`src/hw/rtl/pba_pkg.sv`:
```
// Shared constants, codes and handshake structs of the bitmap page allocator.
// Used by the controller, the datapath and the top level; depends on nothing.
package pba_pkg;

  localparam int POOL_CPUS   = 8;
  localparam int GROUPS      = 4;
  localparam int GROUP_PAGES = 128;
  localparam int PAGE_BITS   = 12;

  localparam int ADDR_W   = 48;
  localparam int SLOT_W   = 3;
  localparam int OP_W     = 2;
  localparam int STATUS_W = 2;
  localparam int WORD_W   = 64;
  localparam int BIT_W    = $clog2(WORD_W);

  localparam int WPG            = (GROUP_PAGES + WORD_W - 1) / WORD_W;
  localparam int NWORDS         = POOL_CPUS * GROUPS * WPG;
  localparam int PAGES_PER_SLOT = GROUPS * GROUP_PAGES;
  localparam int TOTAL_PAGES    = POOL_CPUS * PAGES_PER_SLOT;

  localparam int MEM_AW = (NWORDS > 1) ? $clog2(NWORDS) : 1;
  localparam int GRP_W  = (GROUPS > 1) ? $clog2(GROUPS) : 1;
  localparam int WPOS_W = (WPG > 1) ? $clog2(WPG) : 1;
  localparam int OFF_W  = (TOTAL_PAGES > 1) ? $clog2(TOTAL_PAGES) : 1;
  localparam int IDX_W  = $clog2(WPG * WORD_W);

  localparam int LAST_REM = GROUP_PAGES % WORD_W;
  localparam logic [WORD_W-1:0] LAST_FILL =
      (LAST_REM == 0) ? {WORD_W{1'b1}} : ((WORD_W'(1) << LAST_REM) - WORD_W'(1));

  localparam logic [ADDR_W:0] REGION_SIZE = (ADDR_W + 1)'(TOTAL_PAGES) << PAGE_BITS;

  localparam logic [STATUS_W-1:0] STATUS_OK     = 2'd0;
  localparam logic [STATUS_W-1:0] STATUS_NOFREE = 2'd1;
  localparam logic [STATUS_W-1:0] STATUS_RANGE  = 2'd2;

  typedef enum logic [OP_W-1:0] {
    OP_ALLOC = 2'd0,
    OP_FREE  = 2'd1,
    OP_CHECK = 2'd2,
    OP_NONE  = 2'd3
  } op_e;

  typedef enum logic [1:0] {
    ST_IDLE,
    ST_DECODE,
    ST_SCAN,
    ST_FREE_WR
  } state_e;

  typedef enum logic [2:0] {
    RES_ALLOC,
    RES_NOFREE,
    RES_RANGE,
    RES_CHECK,
    RES_ZERO
  } res_e;

  typedef struct packed {
    logic load;
    logic scan_first;
    logic scan_next;
    logic free_rd;
    logic alloc_wr;
    logic free_wr;
    logic finish;
    res_e res_kind;
  } cmd_t;

  typedef struct packed {
    op_e  op;
    logic slot_ok;
    logic in_range;
    logic hit;
    logic scan_last;
  } stat_t;

endpackage

```
`src/hw/rtl/pba_ctrl.sv`:
```
// Sequencing state machine of the bitmap page allocator.
// Depends on pba_pkg for state, command and status types.
module pba_ctrl (
  input  logic           clk_i,
  input  logic           rst_ni,
  input  logic           start_i,
  output logic           busy_o,
  input  pba_pkg::stat_t stat_i,
  output pba_pkg::cmd_t  cmd_o
);

  pba_pkg::state_e state_q, state_d;

  always_ff @(posedge clk_i or negedge rst_ni) begin
    if (!rst_ni) begin
      state_q <= pba_pkg::ST_IDLE;
    end else begin
      state_q <= state_d;
    end
  end

  always_comb begin
    state_d          = state_q;
    cmd_o            = '0;
    cmd_o.res_kind   = pba_pkg::RES_ZERO;
    busy_o           = (state_q != pba_pkg::ST_IDLE);
    unique case (state_q)
      pba_pkg::ST_IDLE: begin
        if (start_i) begin
          cmd_o.load = 1'b1;
          state_d    = pba_pkg::ST_DECODE;
        end
      end
      pba_pkg::ST_DECODE: begin
        unique case (stat_i.op)
          pba_pkg::OP_ALLOC: begin
            if (stat_i.slot_ok) begin
              cmd_o.scan_first = 1'b1;
              state_d          = pba_pkg::ST_SCAN;
            end else begin
              cmd_o.finish   = 1'b1;
              cmd_o.res_kind = pba_pkg::RES_NOFREE;
              state_d        = pba_pkg::ST_IDLE;
            end
          end
          pba_pkg::OP_FREE: begin
            if (stat_i.in_range) begin
              cmd_o.free_rd = 1'b1;
              state_d       = pba_pkg::ST_FREE_WR;
            end else begin
              cmd_o.finish   = 1'b1;
              cmd_o.res_kind = pba_pkg::RES_RANGE;
              state_d        = pba_pkg::ST_IDLE;
            end
          end
          pba_pkg::OP_CHECK: begin
            cmd_o.finish   = 1'b1;
            cmd_o.res_kind = pba_pkg::RES_CHECK;
            state_d        = pba_pkg::ST_IDLE;
          end
          default: begin
            cmd_o.finish   = 1'b1;
            cmd_o.res_kind = pba_pkg::RES_ZERO;
            state_d        = pba_pkg::ST_IDLE;
          end
        endcase
      end
      pba_pkg::ST_SCAN: begin
        if (stat_i.hit) begin
          cmd_o.alloc_wr = 1'b1;
          cmd_o.finish   = 1'b1;
          cmd_o.res_kind = pba_pkg::RES_ALLOC;
          state_d        = pba_pkg::ST_IDLE;
        end else if (stat_i.scan_last) begin
          cmd_o.finish   = 1'b1;
          cmd_o.res_kind = pba_pkg::RES_NOFREE;
          state_d        = pba_pkg::ST_IDLE;
        end else begin
          cmd_o.scan_next = 1'b1;
        end
      end
      pba_pkg::ST_FREE_WR: begin
        cmd_o.free_wr  = 1'b1;
        cmd_o.finish   = 1'b1;
        cmd_o.res_kind = pba_pkg::RES_ZERO;
        state_d        = pba_pkg::ST_IDLE;
      end
      default: begin
        state_d = pba_pkg::ST_IDLE;
      end
    endcase
  end

endmodule

```
`config.mk`:
```
export PLATFORM = sky130hd
export DESIGN_NAME = pba_ctrl
export DESIGN_NICKNAME = d
export VERILOG_FILES = /design/src/hw/rtl/pba_pkg.sv /design/src/hw/rtl/pba_ctrl.sv
export SDC_FILE = /design/constraint.sdc
export NUM_CORES = 1
export LEC_CHECK = 0
export ABC_AREA = 1
export BUFFER_PORTS_ARGS = -buffer_cell sky130_fd_sc_hd__buf_2
export CAP_MARGIN = 0
export CORE_AREA = 3 3 40 42
export DETAILED_ROUTE_END_ITERATION = 7
export DIE_AREA = 0 0 43 45
export HOLD_SLACK_MARGIN = 0.15
export MAX_ROUTING_LAYER = met4
export PLACE_DENSITY = 0.49
export SYNTH_ARGS = -nofsm -noshare
export SYNTH_HDL_FRONTEND = slang
export SYNTH_SLANG_ARGS = --single-unit
export TNS_END_PERCENT = 30
```
`constraint.sdc`:
```
create_clock -name clk_i -period 1.7 [get_ports clk_i]
set_clock_uncertainty 0.1 [all_clocks]
set_input_delay 0.255 -clock clk_i [delete_from_list [all_inputs] [get_ports clk_i]]
set_output_delay 0.255 -clock clk_i [all_outputs]
set_load 0.02 [all_outputs]
```
==> results by group, run 1 <==
Power and ir drop
  • Pwr Total: between 200 and 300 uW
  • Cell area power density: between 700 and 800 nW/um^2
  • Pleak: 0.000238 uW
  • VDD IR max: roughly 200 uV

Finish
  • Nets: 72
  • Biggest regs: state_q (2)
  • Final core utilization: 28.7%
  • Area Growth Syn to Fin: 65.7%
  • Share of layout cells above drive strength 1: 47.5%
  • Top reg by flops: state_q
  • Layout Cells excl Fill: 76
  • Flip-flop count of the largest register after layout: 2
  • ANT cells: 0

Yosys
  • Synth Net Count: 47
  • Syn avg cell area: 5.86 sq um
  • Yosys warning total: 0
  • Synth Register Bits: 2
  • Synthesized instance count: 38
  • Mux cell area share after synthesis: 0%
  • Post-Synth Adder-Cell Area: 0%
  • Synth Area in XOR/XNOR: 0%
  • Sequential-to-total area share from yosys stat: 22.5%
  • Compound-Gate Fraction of Synth Area: 14.0%
  • Synthesized area: roughly 220 sq um
  • Main combinational cell family by area after synthesis: simple AND/OR/NAND/NOR gates
  • Post-synthesis simple-gate area fraction: about half
  • Synth cell types: 15

Timing
  • Final worst path period share: around 92%
  • Final min period: 1.57 ns
  • RSZ-0062 raised after global routing: no
  • Max Slew Vio Count: 0
  • Final setup vio count: 0
  • Worst-Margin Slew: about 0.21 ns
  • Fmax: approximately 640 MHz
  • Relative slew slack: 86.3%
  • Hold Fails Final Rpt: 0
  • Post-Route Setup TNS: 0 ns

Worst setup path
  • Setup CP Type: flip-flop to output pin
  • WP data required: ~1.3 ns
  • Reg2Reg Depth: 6
  • Startpoint Class: flip-flop
  • R2R setup slack: roughly 0.67 ns
  • FF-to-FF Start: state_q[0]
  • Worst path cell trace: inv_2 > nor2_4 > nand3_1 > nor2_1 > nor2_1 > buf_2
  • Crit-path max cell delay: ~0.36 ns
  • Crit. Startpoint: state_q[0]
  • Crit path max-delay cell type: dfrtp_1
  • Worst-path maximum fanout: 4
  • Arrival time at the worst endpoint: between 1 and 1.5 ns
  • Critical path's most frequent cell: nor2_1
  • Endpoint type of the worst setup path: output pin
  • FF-to-FF End: state_q[1]
  • CP Capture Point: cmd_o[2]

Placed design
  • Port Buffers: 19
  • Placed instance count: 72
  • Gp weighted congestion: 0.704

Floorplan
  • Die ar.: 1940 sq um
  • Boundary Pins: 20
  • Die H: roughly 45 um
  • Core Footprint: 1280 sq um
  • Die boundary width: between 40 and 50 um
  • Site Rows: 13
  • Initial Utilization: roughly 17%

CTS
  • Num CTS Buffers: 3
  • Depth of the CTS H-tree: 1
  • Clock transition at path regs: roughly 0.03 ns
  • Max clock buf depth: 2
  • Clk sink count: 2
  • Root Driver: clkbuf_4
  • CTS tree: built
  • Clk_lat worst skew: 0.22 ns
  • Cts repair resizes: 0
  • Postcts setup bufs: 0

Global routing
  • Grt ovf: 0
  • Initial antenna violation count: 0
  • Largest net degree at the start of global routing: 6
  • GRT Overall Usage: 7.12%
  • Global-route wire length before repair: between 1000 and 1500 um
  • Vias in the first global route: 271

Route
  • Drt drc: 0
  • Vias per inst: roughly 4.0
  • Drt pass-1 iters: 3
  • Initial drt markers: 7
  • Routed len/inst: approximately 8.4 um
  • Final wirelength: 638 um
  • Routed vias: 301
  • Post-route ant nets: 0

Flow run
  • Max-Cap Viols: 0

Min path
  • Hold Crit Class: input port to flip-flop

Status
  • Status: complete, no violations
[cells in the mapped netlist, drive strengths merged]
cell     n  share of area, %
o31ai    1               3.4
a21oi    2               4.5
inv      9                15
a211oi   1               3.4
dfrtp    2                22
nand2    8                15
nand3    2               4.5
o22ai    1               2.8
or2      1               3.9
nand4    1               2.8
nor2    10                22
[power by group]
part	switching, uW	internal, uW
Sequential	5.50	52.8
Combinational	74.4	45.0
Clock	27.6	78.0
[logic make-up after synthesis]
logic type / count (synthesis)
compound gates: 5
buf+inv: 9
simple gates: 22
flops: 2
[metrics by stage]
stage               hold slack, ns  worst slack (ns)  cell area, sq um
floorplan                   -0.141             0.193               223
global placement           -0.0574             0.341               337
detailed placement         -0.0578             0.332               337
CTS                          0.202            0.0876               369
global route                 0.229           0.00707               369
finish                       0.209             0.132               369
[cell type report]
| class | count | area, sq um |
|---|---|---|
| Tap cell | 15 | 18.8 |
| Timing Repair Buffer | 20 | 105 |
| Multi-Input combinational cell | 27 | 139 |
| Fill cell | 158 | 916 |
| Clock buffer | 3 | 22.5 |
| Sequential cell | 2 | 50.0 |
| Inverter | 9 | 33.8 |
[worst max-delay path, delay by kind of cell (launching register included)]
kind | cells | cell delay (ns)
buffers and inverters | 2 | 0.22
flip-flops | 1 | 0.36
AND/OR/NAND/NOR | 4 | 0.40
[worst min-delay path by stage]
stage / startpoint / to / slack [ns] / depth (start not counted)
finish: start_i / state_q[0] / 0.21 / 3
global route: start_i / state_q[0] / 0.23 / 3
CTS: start_i / state_q[0] / 0.20 / 3
detailed placement: rst_ni / state_q[0] / -0.06 / 1
global placement: rst_ni / state_q[0] / -0.06 / 1
floorplan: rst_ni / state_q[0] / -0.14 / 0
[metal layers]
layer	global-route usage, %	up-vias	part of all wire [%]
li1	-	165	-
met1	9.16	125	46
met2	10.5	11	45
met3	0.398	0	7.8
met4	5.42	0	0
met5	-	-	0
[repair_timing]
action,in CTS,in global routing
endpoints found under the hold margin,2,0
hold buffers,1,0
setup endpoints to repair,0,1
[placed cells by master, fill, tap and decap left out, drive strengths merged]
cell / n
buf: 19
nor2: 10
inv: 9
nand2: 8
clkbuf: 3
a21oi: 2
nand3: 2
dfrtp: 2
a211oi: 1
or2: 1
o31ai: 1
nand4: 1
o22ai: 1
dlygate4sd3: 1
(Power assumes the default switching activity.)
==> run 2, diff against run 1 <==
--- a/config.mk
+++ b/config.mk
@@ -6,14 +6,15 @@
 export NUM_CORES = 1
 export LEC_CHECK = 0
 export ABC_AREA = 1
-export BUFFER_PORTS_ARGS = -buffer_cell sky130_fd_sc_hd__buf_2
 export CAP_MARGIN = 0
 export CORE_AREA = 3 3 40 42
+export CTS_CLUSTER_SIZE = 40
 export DETAILED_ROUTE_END_ITERATION = 7
 export DIE_AREA = 0 0 43 45
+export DONT_BUFFER_PORTS = 1
 export HOLD_SLACK_MARGIN = 0.15
 export MAX_ROUTING_LAYER = met4
-export PLACE_DENSITY = 0.49
+export PLACE_DENSITY = 0.36
 export SYNTH_ARGS = -nofsm -noshare
 export SYNTH_HDL_FRONTEND = slang
 export SYNTH_SLANG_ARGS = --single-unit
==> constraint.sdc (replaced) <==
create_clock -name clk_i -period 2 [get_ports clk_i]
set_clock_uncertainty 0.1 [all_clocks]
set_input_delay 0.3 -clock clk_i [delete_from_list [all_inputs] [get_ports clk_i]]
set_output_delay 0.3 -clock clk_i [all_outputs]
set_load 0.02 [all_outputs]
==> run 2 against run 1 <==
Sequential power is 15% lower. Worst setup slack better by 0.20 ns. Design area is 22% lower. Critical endpoint is now cmd_o[9]. Register-to-register slack better by 0.10 ns. Utilization is 6.2 points lower. Non-clock buffer count is 17 lower. Critical path depth is 4 lower. Highest routed layer unchanged. Clock-buffer cell count stayed put. Combinational power is 32% lower. First-iteration DRC count stayed put. Global-route usage is 0.44 points lower. Sequential cell count stayed put.
==> results by group, run 2 (synthesis gave the netlist of run 1 again) <==
Global routing
  • Global-route wire length before repair: 945 um (was 1040 um)
  • Vias in the first global route: 245 (was 271)
  • Initial antenna violation count: 0 (unchanged)
  • Grt ovf: 0 (unchanged)
  • GRT Overall Usage: 6.68% (was 7.12%)
  • Largest net degree at the start of global routing: 6 (unchanged)

Timing
  • Final setup vio count: 0 (unchanged)
  • Final worst path period share: 83.2%
  • RSZ-0062 raised after global routing: no (unchanged)
  • Fmax: between 600 and 700 MHz
  • Hold WS: 0.160 ns (was 0.209 ns)
  • Post-Route Setup TNS: 0 ns (unchanged)
  • Worst-Margin Slew: 0.378 ns (was 0.205 ns)
  • Relative slew slack: 74.7% (was 86.3%)
  • Final min period: between 1.5 and 2 ns
  • Hold Fails Final Rpt: 0 (unchanged)
  • Max Slew Vio Count: 0 (unchanged)

Power and ir drop
  • Pleak: 0.000164 uW (was 0.000238 uW)
  • Cell area power density: 754 nW/um^2 (was 767 nW/um^2)
  • VDD IR max: 147 uV (was 198 uV)

CTS
  • Root Driver: clkbuf_4 (unchanged)
  • Clock transition at path regs: 0.03 ns (about the same)
  • Max clock buf depth: 2 (unchanged)
  • CTS tree: built (unchanged)
  • Clk sink count: 2 (unchanged)
  • Num CTS Buffers: 3 (unchanged)
  • Cts repair resizes: 0 (unchanged)
  • Depth of the CTS H-tree: 1 (unchanged)
  • Clk_lat worst skew: 0.22 ns (about the same)

Floorplan
  • Die H: 45 um (unchanged)
  • Die boundary width: 43 um (unchanged)
  • Site Rows: 13 (unchanged)
  • Die ar.: 1940 sq um (unchanged)
  • Initial Utilization: 17.3% (unchanged)
  • Boundary Pins: 20 (unchanged)
  • Core Footprint: 1280 sq um (unchanged)

Route
  • Vias per inst: 4.29 (was 3.96)
  • Final wirelength: 600 um (was 638 um)
  • Routed len/inst: 10.2 um (was 8.39 um)
  • Routed vias: 253 (was 301)
  • Drt drc: 0 (unchanged)
  • Post-route ant nets: 0 (unchanged)
  • Drt pass-1 iters: 4 (was 3)
  • Initial drt markers: 7 (unchanged)

Worst setup path
  • Worst path cell trace: or2_4 > nor2_1 (was inv_2 > nor2_4 > nand3_1 > nor2_1 > nor2_1 > buf_2)
  • FF-to-FF Start: state_q[1] (was state_q[0])
  • Stages on worst setup path: 2 (was 6)
  • FF-to-FF End: state_q[1] (unchanged)
  • Setup CP Type: flip-flop to output pin (unchanged)
  • Delay-heaviest family, CP: simple AND/OR/NAND/NOR gates (unchanged)
  • Startpoint Class: flip-flop (unchanged)
  • Crit-path max cell delay: 0.43 ns (was 0.36 ns)
  • Endpoint type of the worst setup path: output pin (unchanged)
  • R2R setup slack: 0.77 ns (was 0.67 ns)
  • Buf+Inv Stages, Crit Path: 0 (was 2)
  • Crit path max-delay cell type: dfrtp_1 (unchanged)
  • CP Capture Point: cmd_o[9] (was cmd_o[2])
  • WP data required: 1.60 ns (was 1.34 ns)
  • Crit. Startpoint: state_q[1] (was state_q[0])
  • Arrival time at the worst endpoint: 1.26 ns (was 1.21 ns)
  • Worst-path maximum fanout: 5 (was 4)
  • Reg2Reg Depth: 5 (was 6)

Finish
  • Top reg by flops: state_q (unchanged)
  • Nets: 55 (was 72)
  • Share of layout cells above drive strength 1: 27.3% (was 47.5%)
  • Area Growth Syn to Fin: 29.8% (was 65.7%)
  • Final core utilization: 22.5% (was 28.7%)
  • Biggest regs: state_q (2) (unchanged)
  • Commonest cells after routing, fill and taps aside: nand2_1, inv_1, nor2_1 (was buf_2, nand2_1, inv_1, nor2_1, clkbuf_4)
  • Fillcell total: 153 (was 158)
  • ANT cells: 0 (unchanged)
  • Flip-flop count of the largest register after layout: 2 (unchanged)

Flow run
  • Max-Cap Viols: 0 (unchanged)

Placed design
  • Port Buffers: 0 (was 19)
  • Post-DP HPWL: 538 um
  • Gp weighted congestion: 0.656 (was 0.704)

Min path
  • Hold Crit Class: input port to flip-flop (unchanged)

Status
  • Status: complete, no violations (unchanged)
[run 2: cell count changes in the layout (fill, tap and decap cells not counted)]
cell / previous run / this run
buf_2: 19 / 0
buf_4: 0 / 2
[run 2: final cells by class]
type,count,area [sq um],share of cell area (%)
clock buffer,3,22.5,7.79
inverter,9,33.8,11.7
timing repair buffer,3,25.0,8.66
tap,15,18.8,6.49
multi-input combinational,27,139,48.1
sequential,2,50.0,17.3
[run 2: layer usage]
layer  wire [um]  global-route usage, %  part of all wire, %  vias to the layer above
li1            -                      -                    -                      131
met1         240                   7.91                   40                      110
met2         280                   10.2                   47                       12
met3          79                   1.99                   13                        0
met4           0                   3.61                    0                        0
met5           0                      -                    0                        -
[run 2: metrics by stage]
step / total power, uW / std cells / setup slack [ns] / cell area [sq um]
final: 218 / 59 / 0.335 / 289
after global routing: 234 / 59 / 0.275 / 289
after CTS: 224 / 59 / 0.313 / 289
after floorplan: 117 / 38 / 0.448 / 223
after global placement: 131 / 55 / 0.556 / 256
after detailed placement: 131 / 55 / 0.555 / 256
[run 2: worst min-delay path by stage]
| stage | startpoint | end | slack, ns | cells past startpoint |
|---|---|---|---|---|
| 2_1_floorplan | rst_ni | state_q[0] | -0.1 | 0 |
| 6_report | start_i | state_q[0] | 0.16 | 2 |
| 5_1_grt | start_i | state_q[0] | 0.16 | 2 |
| 3_3_place_gp | rst_ni | state_q[0] | -0.1 | 0 |
| 4_1_cts | start_i | state_q[0] | 0.15 | 2 |
| 3_5_place_dp | rst_ni | state_q[0] | -0.1 | 0 |
[run 2: timing repair]
item                                   in CTS  in global routing
setup buffers                               0                  0
endpoints found under the hold margin       2                  0
hold buffers                                1                  0
[run 2: power breakdown]
group	switching, uW	total [uW]	internal, uW	leakage, uW
Sequential	4.79	49.6	44.9	0.0000261
Clock	20.8	86.8	66.0	0.0000138
Combinational	57.1	81.5	24.3	0.000124
==> run 3, diff against run 2 <==
--- a/config.mk
+++ b/config.mk
@@ -14,7 +14,7 @@
 export DONT_BUFFER_PORTS = 1
 export HOLD_SLACK_MARGIN = 0.15
 export MAX_ROUTING_LAYER = met4
-export PLACE_DENSITY = 0.36
+export PLACE_DENSITY = 0.37
 export SYNTH_ARGS = -nofsm -noshare
 export SYNTH_HDL_FRONTEND = slang
 export SYNTH_SLANG_ARGS = --single-unit
==> constraint.sdc (replaced) <==
create_clock -name clk_i -period 1.4 [get_ports clk_i]
set_clock_uncertainty 0.1 [all_clocks]
set_input_delay 0.21 -clock clk_i [delete_from_list [all_inputs] [get_ports clk_i]]
set_output_delay 0.21 -clock clk_i [all_outputs]
set_load 0.02 [all_outputs]
==> run 3 against run 2 <==
The run now ends with negative setup slack left. Non-clock buffer count up 7. Sequential share of layout area decreased by 4.0 points. Critical path depth increased by 3. Worst setup slack worse by 0.45 ns. Utilization grew 7.6 points. Clock-buffer cell count did not move. Sequential power is 45% higher. Power rose by 64%. Final cell count increased by 12%. Register-to-register slack worse by 0.60 ns. Design area is 34% higher. Largest cell class unchanged.
==> results by group, run 3 (synthesis gave the netlist of run 1 again) <==
Status
  • Status: complete, but fails checks (was complete, no violations)
  • Violations in the final reports: negative setup slack

Worst setup path
  • Endpoint type of the worst setup path: output pin (unchanged)
  • Critical path's most frequent cell: nor2_1
  • Arrival time at the worst endpoint: 1.20 ns (was 1.26 ns)
  • Buf+Inv Stages, Crit Path: 1 (was 0)
  • FF-to-FF Start: state_q[1] (unchanged)
  • Worst-path maximum fanout: 5 (unchanged)
  • Worst path cell trace: nor2_4 > nand3_2 > nor2_1 > nor2_1 > buf_4 (was or2_4 > nor2_1)
  • Setup CP Type: flip-flop to output pin (unchanged)
  • Crit-path max cell delay: 0.43 ns (about the same)
  • WP data required: 1.09 ns (was 1.60 ns)
  • Delay-heaviest family, CP: flip-flops (was simple AND/OR/NAND/NOR gates)
  • Crit. Startpoint: state_q[1] (unchanged)
  • Startpoint Class: flip-flop (unchanged)
  • Crit path max-delay cell type: dfrtp_2 (was dfrtp_1)

Floorplan
  • Site Rows: 13 (unchanged)
  • Core Footprint: 1280 sq um (unchanged)
  • Die ar.: 1940 sq um (unchanged)
  • Boundary Pins: 20 (unchanged)
  • Initial Utilization: 17.3% (unchanged)
  • Die H: 45 um (unchanged)
  • Die boundary width: 43 um (unchanged)

Route
  • Vias per inst: 4.36 (was 4.29)
  • Routed len/inst: 10.5 um (was 10.2 um)
  • Post-route ant nets: 0 (unchanged)
  • Drt pass-1 iters: 4 (unchanged)
  • Initial drt markers: 4 (was 7)
  • Routed vias: 288 (was 253)
  • Drt drc: 0 (unchanged)
  • Metal2 WL: 315 um (was 280 um)
  • Top routing layer used: met3 (unchanged)
  • Final wirelength: 693 um (was 600 um)
  • Wl on met1: 312 um (was 240 um)
  • WL met3: 65 um (was 79 um)

Finish
  • Commonest cells after routing, fill and taps aside: buf_4, nand2_1, inv_1, nor2_1 (was nand2_1, inv_1, nor2_1)
  • Most common cell after layout, fill and taps aside: buf_4
  • Flip-flop count of the largest register after layout: 2 (unchanged)
  • ANT cells: 0 (unchanged)
  • Top reg by flops: state_q (unchanged)
  • Biggest regs: state_q (2) (unchanged)
  • Share of layout cells above drive strength 1: 49.0% (was 27.3%)
  • Area Growth Syn to Fin: 73.6% (was 29.8%)
  • Fillcell total: 150 (was 153)
  • Layout Cells excl Fill: 66 (was 59)
  • Nets: 62 (was 55)

Placed design
  • Port Buffers: 0 (unchanged)
  • Gp weighted congestion: 0.672 (was 0.656)
  • Placed instance count: 58 (was 55)
  • Post-DP HPWL: 538 um (about the same)

Timing
  • Final min period: 1.51 ns
  • Hold Fails Final Rpt: 0 (unchanged)
  • Final WS setup: -0.114 ns (was 0.335 ns)
  • Post-Route Setup TNS: -0.518 ns (was 0 ns)
  • Final setup vio count: 7 (was 0)
  • Max Slew Vio Count: 0 (unchanged)
  • Worst-Margin Slew: 0.241 ns (was 0.378 ns)
  • Relative slew slack: 83.9% (was 74.7%)
  • Final worst path period share: 108%
  • RSZ-0062 raised after global routing: yes (was no)
  • Fmax: roughly 660 MHz

Global routing
  • Global-route wire length before repair: 1010 um (was 945 um)
  • GRT Overall Usage: 7.19% (was 6.68%)
  • Initial antenna violation count: 0 (unchanged)
  • Vias in the first global route: 261 (was 245)
  • Grt ovf: 0 (unchanged)
  • Largest net degree at the start of global routing: 6 (unchanged)

Power and ir drop
  • Cell area power density: 926 nW/um^2 (was 754 nW/um^2)
  • Pleak: 0.000198 uW (was 0.000164 uW)
  • VDD IR max: 181 uV (was 147 uV)

CTS
  • Depth of the CTS H-tree: 1 (unchanged)
  • CTS tree: built (unchanged)
  • Clk sink count: 2 (unchanged)
  • Num CTS Buffers: 3 (unchanged)
  • Root Driver: clkbuf_4 (unchanged)
  • Clock transition at path regs: 0.03 ns (about the same)
  • Max clock buf depth: 2 (unchanged)
  • Clk_lat worst skew: 0.22 ns (about the same)

Flow run
  • Max-Cap Viols: 0 (unchanged)

Min path
  • Hold Path Origin: stat_i[0] (was start_i)
  • Hold Crit Class: input port to flip-flop (unchanged)
[run 3: repair_timing]
action | 4_1_cts | 5_1_grt
pin swaps | 1 | 3
gates resized for setup | 6 | 4
endpoints found under the setup margin | 8 | 8
setup buffers | 0 | 2
hold endpoints to repair | 3 | 0
hold buffers | 3 | 0
[run 3: final cells by class]
cell class              count  area (sq um)  area share [%]
clock buffers               3          22.5            5.83
inverters                   9          33.8            8.74
multi-input cells          27           178            46.0
flip-flops and latches      2          51.3            13.3
well taps                  15          18.8            4.85
repair buffers             10          82.6            21.4
[run 3: metal layers]
metal	vias up	track usage [%]
met5	-	-
met4	0	5.42
met3	0	1.99
met2	12	9.58
met1	129	9.09
li1	147	-
[run 3: report_power, final]
| part | switching, uW | internal (uW) | total, uW |
|---|---|---|---|
| Sequential | 7.17 | 64.5 | 71.7 |
| Clock | 29.9 | 94.4 | 124 |
| Combinational | 98.3 | 63.8 | 162 |
| Total | 135 | 223 | 358 |
[run 3: worst paths after layout]
check	to	cells past startpoint	slack (ns)
worst min register to register	state_q[1]	3	0.56
worst max-delay path	cmd_o[2]	5	-0.11
worst max register to register	state_q[1]	6	0.17
worst min-delay path	state_q[1]	3	0.20
min in group asynchronous	state_q[0]	2	0.66
max in group asynchronous	state_q[1]	2	0.40
[run 3: per-stage QoR]
stage	hold slack, ns	worst slack (ns)	total power, uW	cell area, sq um	util (%)
final	0.196	-0.114	358	387	30.1
after global routing	0.209	-0.190	380	387	30.1
after CTS	0.169	-0.114	346	360	28.0
after detailed placement	-0.186	0.0756	200	284	22.1
after global placement	-0.186	0.0893	202	284	22.1
after floorplan	-0.186	0.00949	168	228	-
[run 3: worst reg2reg max path, stage by stage (launching register included)]
cell and delay [ns]:
dfrtp_2 0.43, nor2_4 0.15, buf_4 0.13, inv_2 0.05
nor2_4 0.17, nor2_1 0.07, nand2_1 0.06
